[src/hdl/hrlt_pkg.sv]
// ----------------------------------------------------------------------------
// hrlt_pkg: shared types and constants for the HTTP response length tracker
// Holds the header key text, the counter width and the result beat layout.
// ----------------------------------------------------------------------------
`default_nettype none

package hrlt_pkg;

  // Width of the internal length accumulator and payload counter
  localparam int COUNT_BITS = 31;
  localparam int OUT_BITS   = 31;
  localparam int KEY_LEN    = 16;
  localparam int POS_BITS   = $clog2(KEY_LEN + 1);
  localparam int IDX_BITS   = $clog2(KEY_LEN);

  localparam logic [COUNT_BITS-1:0] CNT_MAX = '1;
  localparam logic [OUT_BITS-1:0]   OUT_MAX = '1;

  localparam logic [7:0] CHAR_CR = 8'h0D;
  localparam logic [7:0] CHAR_LF = 8'h0A;
  localparam logic [7:0] CHAR_SP = 8'h20;
  localparam logic [7:0] CHAR_HT = 8'h09;
  localparam logic [7:0] CHAR_VT = 8'h0B;
  localparam logic [7:0] CHAR_FF = 8'h0C;
  localparam logic [7:0] CHAR_0  = 8'h30;
  localparam logic [7:0] CHAR_9  = 8'h39;

  // "Content-Length: "
  localparam logic [7:0] KEY_TEXT [KEY_LEN] = '{
    8'h43, 8'h6F, 8'h6E, 8'h74, 8'h65, 8'h6E, 8'h74, 8'h2D,
    8'h4C, 8'h65, 8'h6E, 8'h67, 8'h74, 8'h68, 8'h3A, 8'h20
  };

  typedef enum logic [1:0] {
    PH_MATCH  = 2'd0,
    PH_BLANKS = 2'd1,
    PH_DIGITS = 2'd2,
    PH_IGNORE = 2'd3
  } phase_t;

  // CR LF CR LF progress
  typedef enum logic [2:0] {
    TM_NONE   = 3'd0,
    TM_CR1    = 3'd1,
    TM_LF1    = 3'd2,
    TM_CR2    = 3'd3,
    TM_LF2    = 3'd4
  } term_t;

  typedef struct packed {
    logic                length_known;
    logic [OUT_BITS-1:0] content_length;
    logic                header_done;
    logic [OUT_BITS-1:0] payload_count;
    logic                is_payload;
    logic                complete;
  } result_t;

  function automatic logic [OUT_BITS-1:0] clip_out(input logic [COUNT_BITS-1:0] v);
    logic [63:0] w;
    w = 64'(v);
    if (w > 64'(OUT_MAX)) begin
      return OUT_MAX;
    end
    return w[OUT_BITS-1:0];
  endfunction

  function automatic logic is_blank(input logic [7:0] c);
    return (c == CHAR_SP) || (c == CHAR_HT) || (c == CHAR_LF) ||
           (c == CHAR_VT) || (c == CHAR_FF);
  endfunction

endpackage

`default_nettype wire

[src/hdl/http_response_length_tracker.sv]
// ----------------------------------------------------------------------------
// http_response_length_tracker: Content-Length and payload byte tracker
// Parses the Content-Length header of one HTTP response and counts payload.
// ----------------------------------------------------------------------------
// Usage: feed the received response one byte per beat on the input channel
// (in_valid / in_stall, data_byte, new_response). Raise new_response on the
// first byte of a response to clear all tracking state before that byte.
// Every input beat yields exactly one result beat on the output channel
// (out_valid / out_stall) showing the state after that byte: the parsed
// length, the end-of-headers flag, the payload count and completion.
// Throughput is one byte per clock while in_stall is low, limited by the
// state update (a multiply-by-ten add and compare on the accumulator).
// The output register is backed by one skid
// entry, so a byte is still taken in the cycle the receiver first stalls;
// in_stall rises only once the skid entry is occupied and depends on no
// combinational path from out_stall.
// Reset (rst, synchronous) clears the tracking state and empties both the
// output register and the skid entry.
// ----------------------------------------------------------------------------
`default_nettype none

module http_response_length_tracker
  import hrlt_pkg::*;
(
  input  wire logic                clk,
  input  wire logic                rst,
  input  wire logic                in_valid,
  output logic                     in_stall,
  input  wire logic [7:0]          data_byte,
  input  wire logic                new_response,
  output logic                     out_valid,
  input  wire logic                out_stall,
  output logic                     length_known,
  output logic [OUT_BITS-1:0]      content_length,
  output logic                     header_done,
  output logic [OUT_BITS-1:0]      payload_count,
  output logic                     is_payload,
  output logic                     complete
);

  // tracking state
  logic [POS_BITS-1:0]   match_position, match_position_next;
  phase_t                digit_phase, digit_phase_next;
  logic [COUNT_BITS-1:0] length_accumulator, length_accumulator_next;
  logic                  length_found, length_found_next;
  term_t                 terminator_progress, terminator_progress_next;
  logic                  headers_ended, headers_ended_next;
  logic [COUNT_BITS-1:0] body_count, body_count_next;

  // output register and skid entry
  result_t result_reg, skid_reg, result_next;
  logic    skid_valid;

  logic accept, take;

  // effective state after an optional clear
  logic [POS_BITS-1:0]   cur_pos;
  phase_t                cur_phase;
  logic [COUNT_BITS-1:0] cur_acc;
  logic                  cur_found;
  term_t                 cur_term;
  logic                  cur_ended;
  logic [COUNT_BITS-1:0] cur_body;

  logic [COUNT_BITS+3:0] acc_times_ten;
  logic [3:0]            digit_val;
  logic                  is_digit;
  logic [COUNT_BITS-1:0] len_value;

  assign accept   = in_valid & ~in_stall;
  assign take     = out_valid & ~out_stall;
  assign in_stall = skid_valid;

  assign is_digit  = (data_byte >= CHAR_0) && (data_byte <= CHAR_9);
  assign digit_val = 4'(data_byte - CHAR_0);

  always_comb begin
    cur_pos   = new_response ? '0 : match_position;
    cur_phase = new_response ? PH_MATCH : digit_phase;
    cur_acc   = new_response ? '0 : length_accumulator;
    cur_found = new_response ? 1'b0 : length_found;
    cur_term  = new_response ? TM_NONE : terminator_progress;
    cur_ended = new_response ? 1'b0 : headers_ended;
    cur_body  = new_response ? '0 : body_count;

    // acc*10 + d, saturated past the counter range
    acc_times_ten = ((COUNT_BITS+4)'(cur_acc) << 3) + ((COUNT_BITS+4)'(cur_acc) << 1)
                    + (COUNT_BITS+4)'(digit_val);

    match_position_next     = cur_pos;
    digit_phase_next        = cur_phase;
    length_accumulator_next = cur_acc;
    length_found_next       = cur_found;

    if (!cur_found) begin
      if (cur_phase == PH_MATCH) begin
        if ((cur_pos < POS_BITS'(KEY_LEN)) &&
            (data_byte == KEY_TEXT[cur_pos[IDX_BITS-1:0]])) begin
          match_position_next = cur_pos + 1'b1;
        end else begin
          match_position_next = (data_byte == KEY_TEXT[0]) ? POS_BITS'(1) : '0;
        end
        if (match_position_next >= POS_BITS'(KEY_LEN)) begin
          digit_phase_next = PH_BLANKS;
        end
      end else if (data_byte == CHAR_CR) begin
        length_found_next = 1'b1;
      end else if (cur_phase != PH_IGNORE) begin
        if (is_digit) begin
          if (acc_times_ten > (COUNT_BITS+4)'(CNT_MAX)) begin
            length_accumulator_next = CNT_MAX;
          end else begin
            length_accumulator_next = acc_times_ten[COUNT_BITS-1:0];
          end
          digit_phase_next = PH_DIGITS;
        end else if (!(cur_phase == PH_BLANKS && is_blank(data_byte))) begin
          digit_phase_next = PH_IGNORE;
        end
      end
    end

    terminator_progress_next = cur_term;
    headers_ended_next       = cur_ended;
    body_count_next          = cur_body;
    if (cur_ended) begin
      if (cur_body != CNT_MAX) begin
        body_count_next = cur_body + 1'b1;
      end
    end else begin
      case (cur_term)
        TM_NONE, TM_LF1:
          terminator_progress_next = (data_byte == CHAR_CR) ? term_t'(cur_term + 3'd1)
                                                            : TM_NONE;
        TM_CR1, TM_CR2:
          if (data_byte == CHAR_LF) begin
            terminator_progress_next = term_t'(cur_term + 3'd1);
          end else begin
            terminator_progress_next = (data_byte == CHAR_CR) ? TM_CR1 : TM_NONE;
          end
        default:
          terminator_progress_next = (data_byte == CHAR_CR) ? TM_CR1 : TM_NONE;
      endcase
      if (terminator_progress_next == TM_LF2) begin
        headers_ended_next = 1'b1;
      end
    end

    len_value = length_found_next ? length_accumulator_next : '0;
    result_next.length_known   = length_found_next;
    result_next.content_length = clip_out(len_value);
    result_next.header_done    = headers_ended_next;
    result_next.payload_count  = clip_out(body_count_next);
    result_next.is_payload     = cur_ended;
    result_next.complete       = length_found_next & headers_ended_next &
                                 (body_count_next >= len_value);
  end

  always_ff @(posedge clk) begin
    if (rst) begin
      match_position      <= '0;
      digit_phase         <= PH_MATCH;
      length_accumulator  <= '0;
      length_found        <= 1'b0;
      terminator_progress <= TM_NONE;
      headers_ended       <= 1'b0;
      body_count          <= '0;
    end else if (accept) begin
      match_position      <= match_position_next;
      digit_phase         <= digit_phase_next;
      length_accumulator  <= length_accumulator_next;
      length_found        <= length_found_next;
      terminator_progress <= terminator_progress_next;
      headers_ended       <= headers_ended_next;
      body_count          <= body_count_next;
    end
  end

  // output register with one skid entry behind it
  always_ff @(posedge clk) begin
    if (rst) begin
      out_valid  <= 1'b0;
      skid_valid <= 1'b0;
    end else if (!out_valid || take) begin
      if (skid_valid) begin
        result_reg <= skid_reg;
        out_valid  <= 1'b1;
        skid_valid <= 1'b0;
      end else if (accept) begin
        result_reg <= result_next;
        out_valid  <= 1'b1;
      end else begin
        out_valid  <= 1'b0;
      end
    end else if (accept) begin
      skid_reg   <= result_next;
      skid_valid <= 1'b1;
    end
  end

  assign length_known   = result_reg.length_known;
  assign content_length = result_reg.content_length;
  assign header_done    = result_reg.header_done;
  assign payload_count  = result_reg.payload_count;
  assign is_payload     = result_reg.is_payload;
  assign complete       = result_reg.complete;

endmodule

`default_nettype wire

[config.mk]
export PLATFORM = sky130hd
export DESIGN_NAME = http_response_length_tracker
export DESIGN_NICKNAME = d
export VERILOG_FILES = /design/src/hdl/hrlt_pkg.sv /design/src/hdl/http_response_length_tracker.sv
export SDC_FILE = /design/constraint.sdc
export NUM_CORES = 1
export LEC_CHECK = 0
export BUFFER_PORTS_ARGS = -buffer_cell sky130_fd_sc_hd__buf_2
export CORE_MARGIN = 4
export CORE_UTILIZATION = 31
export DETAILED_ROUTE_END_ITERATION = 8
export SLEW_MARGIN = 20
export SYNTH_ARGS = -nofsm -noshare
export SYNTH_HDL_FRONTEND = slang
export SYNTH_SLANG_ARGS = --single-unit
export TNS_END_PERCENT = 1
[constraint.sdc]
create_clock -name clk -period 17.9 [get_ports clk]
set_input_delay 0.895 -clock clk [delete_from_list [all_inputs] [get_ports clk]]
set_output_delay 0.895 -clock clk [all_outputs]
set_load 0.01 [all_outputs]
==> impl_metrics.py <==
metrics = {
    "routing": {
        "drc": 0,
        "routedWlPerCell_um": 17.7,
        "viasPerCell": 5.22,
        "drt_wl_total_um": 34900,
        "drtIter0Drc": 836,
        "ant_nets": 0,
        "drtPass1Iterations": 5,
        "dr_total_vias": 10300,
    },
    "sta": {
        "hold_viol": 0,
        "worstMarginPinSlew_ns": 0.905,
        "timing.hold.ws_ns": 0.434,
        "fmax_mhz": 191,
        "fin_crit_ns": 5.23,
        "worst_slack_ns": 12.67,
        "finalSetupViolCount": 0,
        "post-route-period-util_pct": 29.2,
        "fin_skew_ns": 0.0162,
        "slew_headroom_pct": 39.7,
        "fin_tns_setup_ns": 0,
        "rsz0062_at_grt": "false",
        "drv_slew": 0,
    },
    "hold_path": {
        "min_to": "length_accumulator[29]",
        "holdPathStages": 2,
        "min_path_type": "reg -> reg",
        "min_from": "length_accumulator[29]",
    },
    "clocking": {
        "cts.sinks": 208,
        "clk_latency_ns": 0.52,
        "cts_setup_buffers": 0,
        "clock_path_buffers": 3,
        "numCtsBuffers": 23,
        "cts_root_buf": "clkbuf_16",
        "clkTransAtPathRegs_ns": 0.06,
        "cts_tree": "built",
        "hold_buffers": 0,
        "ctsResizeCount": 0,
        "h-tree-depth": 1,
    },
    "final_layout": {
        "largest_register_ffs": 66,
        "fill_cells": 4083,
        "nNetsFinal": 1536,
        "syn_to_final_growth_pct": 12.5,
        "final_util_pct": 35.2,
        "layout-drive-gt1-share_pct": 12.7,
    },
    "grt": {
        "grt_overflow": 0,
        "grtUsageTotal_pct": 15.1,
        "antenna_found_initial": 8,
        "grt_max_degree": 75,
        "grt_first_pass_wirelength_um": 54800,
        "grt_pass1_vias": 9795,
    },
    "logic_synthesis": {
        "synthAdderAreaFrac_pct": 10.2,
        "synth_top_area_share_pct": 31.0,
        "synthTopCellsByArea": "edfxtp_1 31%, dfxtp_1 12%, ha_1 10%",
        "synthFlopType": "edfxtp_1",
        "yosysSeqAreaShare_pct": 42.9,
        "synthTopCellsByCount": "190 x nand2_1, 132 x edfxtp_1, 112 x o21ai_0",
        "synthMuxAreaShare_pct": 1.90,
        "synthArstFlopShare_pct": 0,
        "yosysTopAreaCell": "edfxtp_1",
        "synth-seq-cells": 208,
        "synth_compound_area_share_pct": 17.5,
        "synthesis.area_um2": 12800,
        "synth.avg_cell_area_um2": 9.27,
        "syn_inst": 1379,
        "ys.warnings.count": 0,
        "synth_most_common_cell": "nand2_1",
        "synth_nets": 1496,
        "yosys.area_share.simple_pct": 18.8,
        "synth_xor_xnor_area_share_pct": 4.25,
        "synth.distinct_cells": 87,
        "synth_enable_flop_cells": 132,
        "synth_top_family_by_area": "simple AND/OR/NAND/NOR gates",
    },
    "floorplanning": {
        "num_rows": 74,
        "die_height_um": 211,
        "die-area_um2": 44600,
        "start_util_pct": 31.3,
        "core-area_um2": 40800,
        "ios": 81,
        "die_x_um": 211,
    },
    "worst_setup_path": {
        "r2r_start": "length_accumulator[0]",
        "worstReg2RegEnd": "length_accumulator[4]",
        "cp-start-kind": "input port",
        "cp_max_fo": 52,
        "cp-end-kind": "flip-flop",
        "arrival_ns": 5.56,
        "crit_type": "in -> reg",
        "reg2reg_slack_ns": 13.30,
        "crit_required_ns": 18.23,
        "r2r_cells": 14,
    },
    "power": {
        "powerDensity_nw_per_um2": 73.2,
        "peakVddDrop_v": 0.0000444,
        "leakage_nw": 5.60,
    },
    "place": {
        "dpl.hpwl_um": 26100,
        "place_ws_ns": 12.12,
        "portBuffers": 80,
        "gp_congestion": 0.889,
    },
    "job": {
        "cap_violations": 0,
    },
    "outcome": {
        "status": "completed",
    },
}
## worst max-delay path, stage by stage
cell and delay, ns:
buf_4 0.45, buf_4 0.55, nor2b_1 0.14, ha_1 0.24, nand2_1 0.07, nand4b_1 0.23, nor4_4 0.12, a2111oi_4 0.48
and3_1 0.25, and3_1 0.22, xnor2_1 0.27, nor2_1 0.15, ha_1 0.33, nand4_1 0.11, a2111oi_0 0.43, o31ai_1 0.15
a21oi_1 0.17, a211oi_1 0.08, o31ai_1 0.23
## through the flow
step	instance area, um^2	total power [mW]	instances
finish	14400	1.05	1972
global route	14400	1.09	1969
CTS	14400	1.06	1968
detailed placement	13600	0.589	1926
global placement	13600	0.589	1926
floorplan	12800	0.569	1379
## routing by layer
layer | track usage, % | share of wire [%] | vias up | routed length, um
li1 | - | - | 5075 | -
met1 | 21.6 | 48 | 4882 | 16600
met2 | 23.5 | 43 | 271 | 15100
met3 | 2.23 | 5.7 | 60 | 1980
met4 | 5.28 | 3.3 | 8 | 1170
met5 | 0 | 0.11 | - | 37
## worst max path at each step
stage	from	endpoint	depth (start not counted)
CTS	new_response	complete	21
finish	new_response	complete	19
floorplan	rst	complete	3
global route	new_response	complete	21
detailed placement	new_response	complete	21
global placement	new_response	complete	21
## cell type report
cell class / instances / area, um^2 / area share, %
Clock buffer: 29 / 598 / 4.16
Timing Repair Buffer: 90 / 478 / 3.32
Multi-Input combinational cell: 1035 / 6760 / 47.0
Tap cell: 532 / 666 / 4.63
Clock inverter: 13 / 144 / 1.00
Antenna cell: 4 / 10.0 / 0.0696
Sequential cell: 208 / 5490 / 38.2
Inverter: 61 / 230 / 1.60
## placed cells by master, fill, tap and decap left out, types with 23 or more instances in the layout
cell type / Yosys / routed
a21oi_1: 89 / 89
o21ai_0: 112 / 112
clkbuf_16: 0 / 23
buf_2: 9 / 79
nor3_1: 27 / 27
xnor2_1: 40 / 40
nor2b_1: 52 / 51
dfxtp_1: 76 / 75
ha_1: 103 / 103
edfxtp_1: 132 / 132
inv_1: 60 / 60
nand2_1: 190 / 190
nor2_1: 104 / 103
## power breakdown
| group | internal (mW) | switching [mW] |
|---|---|---|
| combinational | 0.0168 | 0.0389 |
| sequential | 0.518 | 0.00428 |
| clock | 0.280 | 0.193 |
## kinds of logic (layout without fill, tap and decap cells)
| family | count (synthesis) | after routing |
|---|---|---|
| other | 0 | 4 |
| adder cells (fa/ha/maj) | 104 | 104 |
| flip-flops | 208 | 208 |
| buffers and inverters | 136 | 193 |
| XOR/XNOR | 62 | 62 |
| AO/OA/AOI/OAI | 354 | 354 |
| multiplexers | 22 | 22 |
| AND/OR/NAND/NOR | 493 | 493 |
No activity file was read; power rests on OpenSTA's default activity.
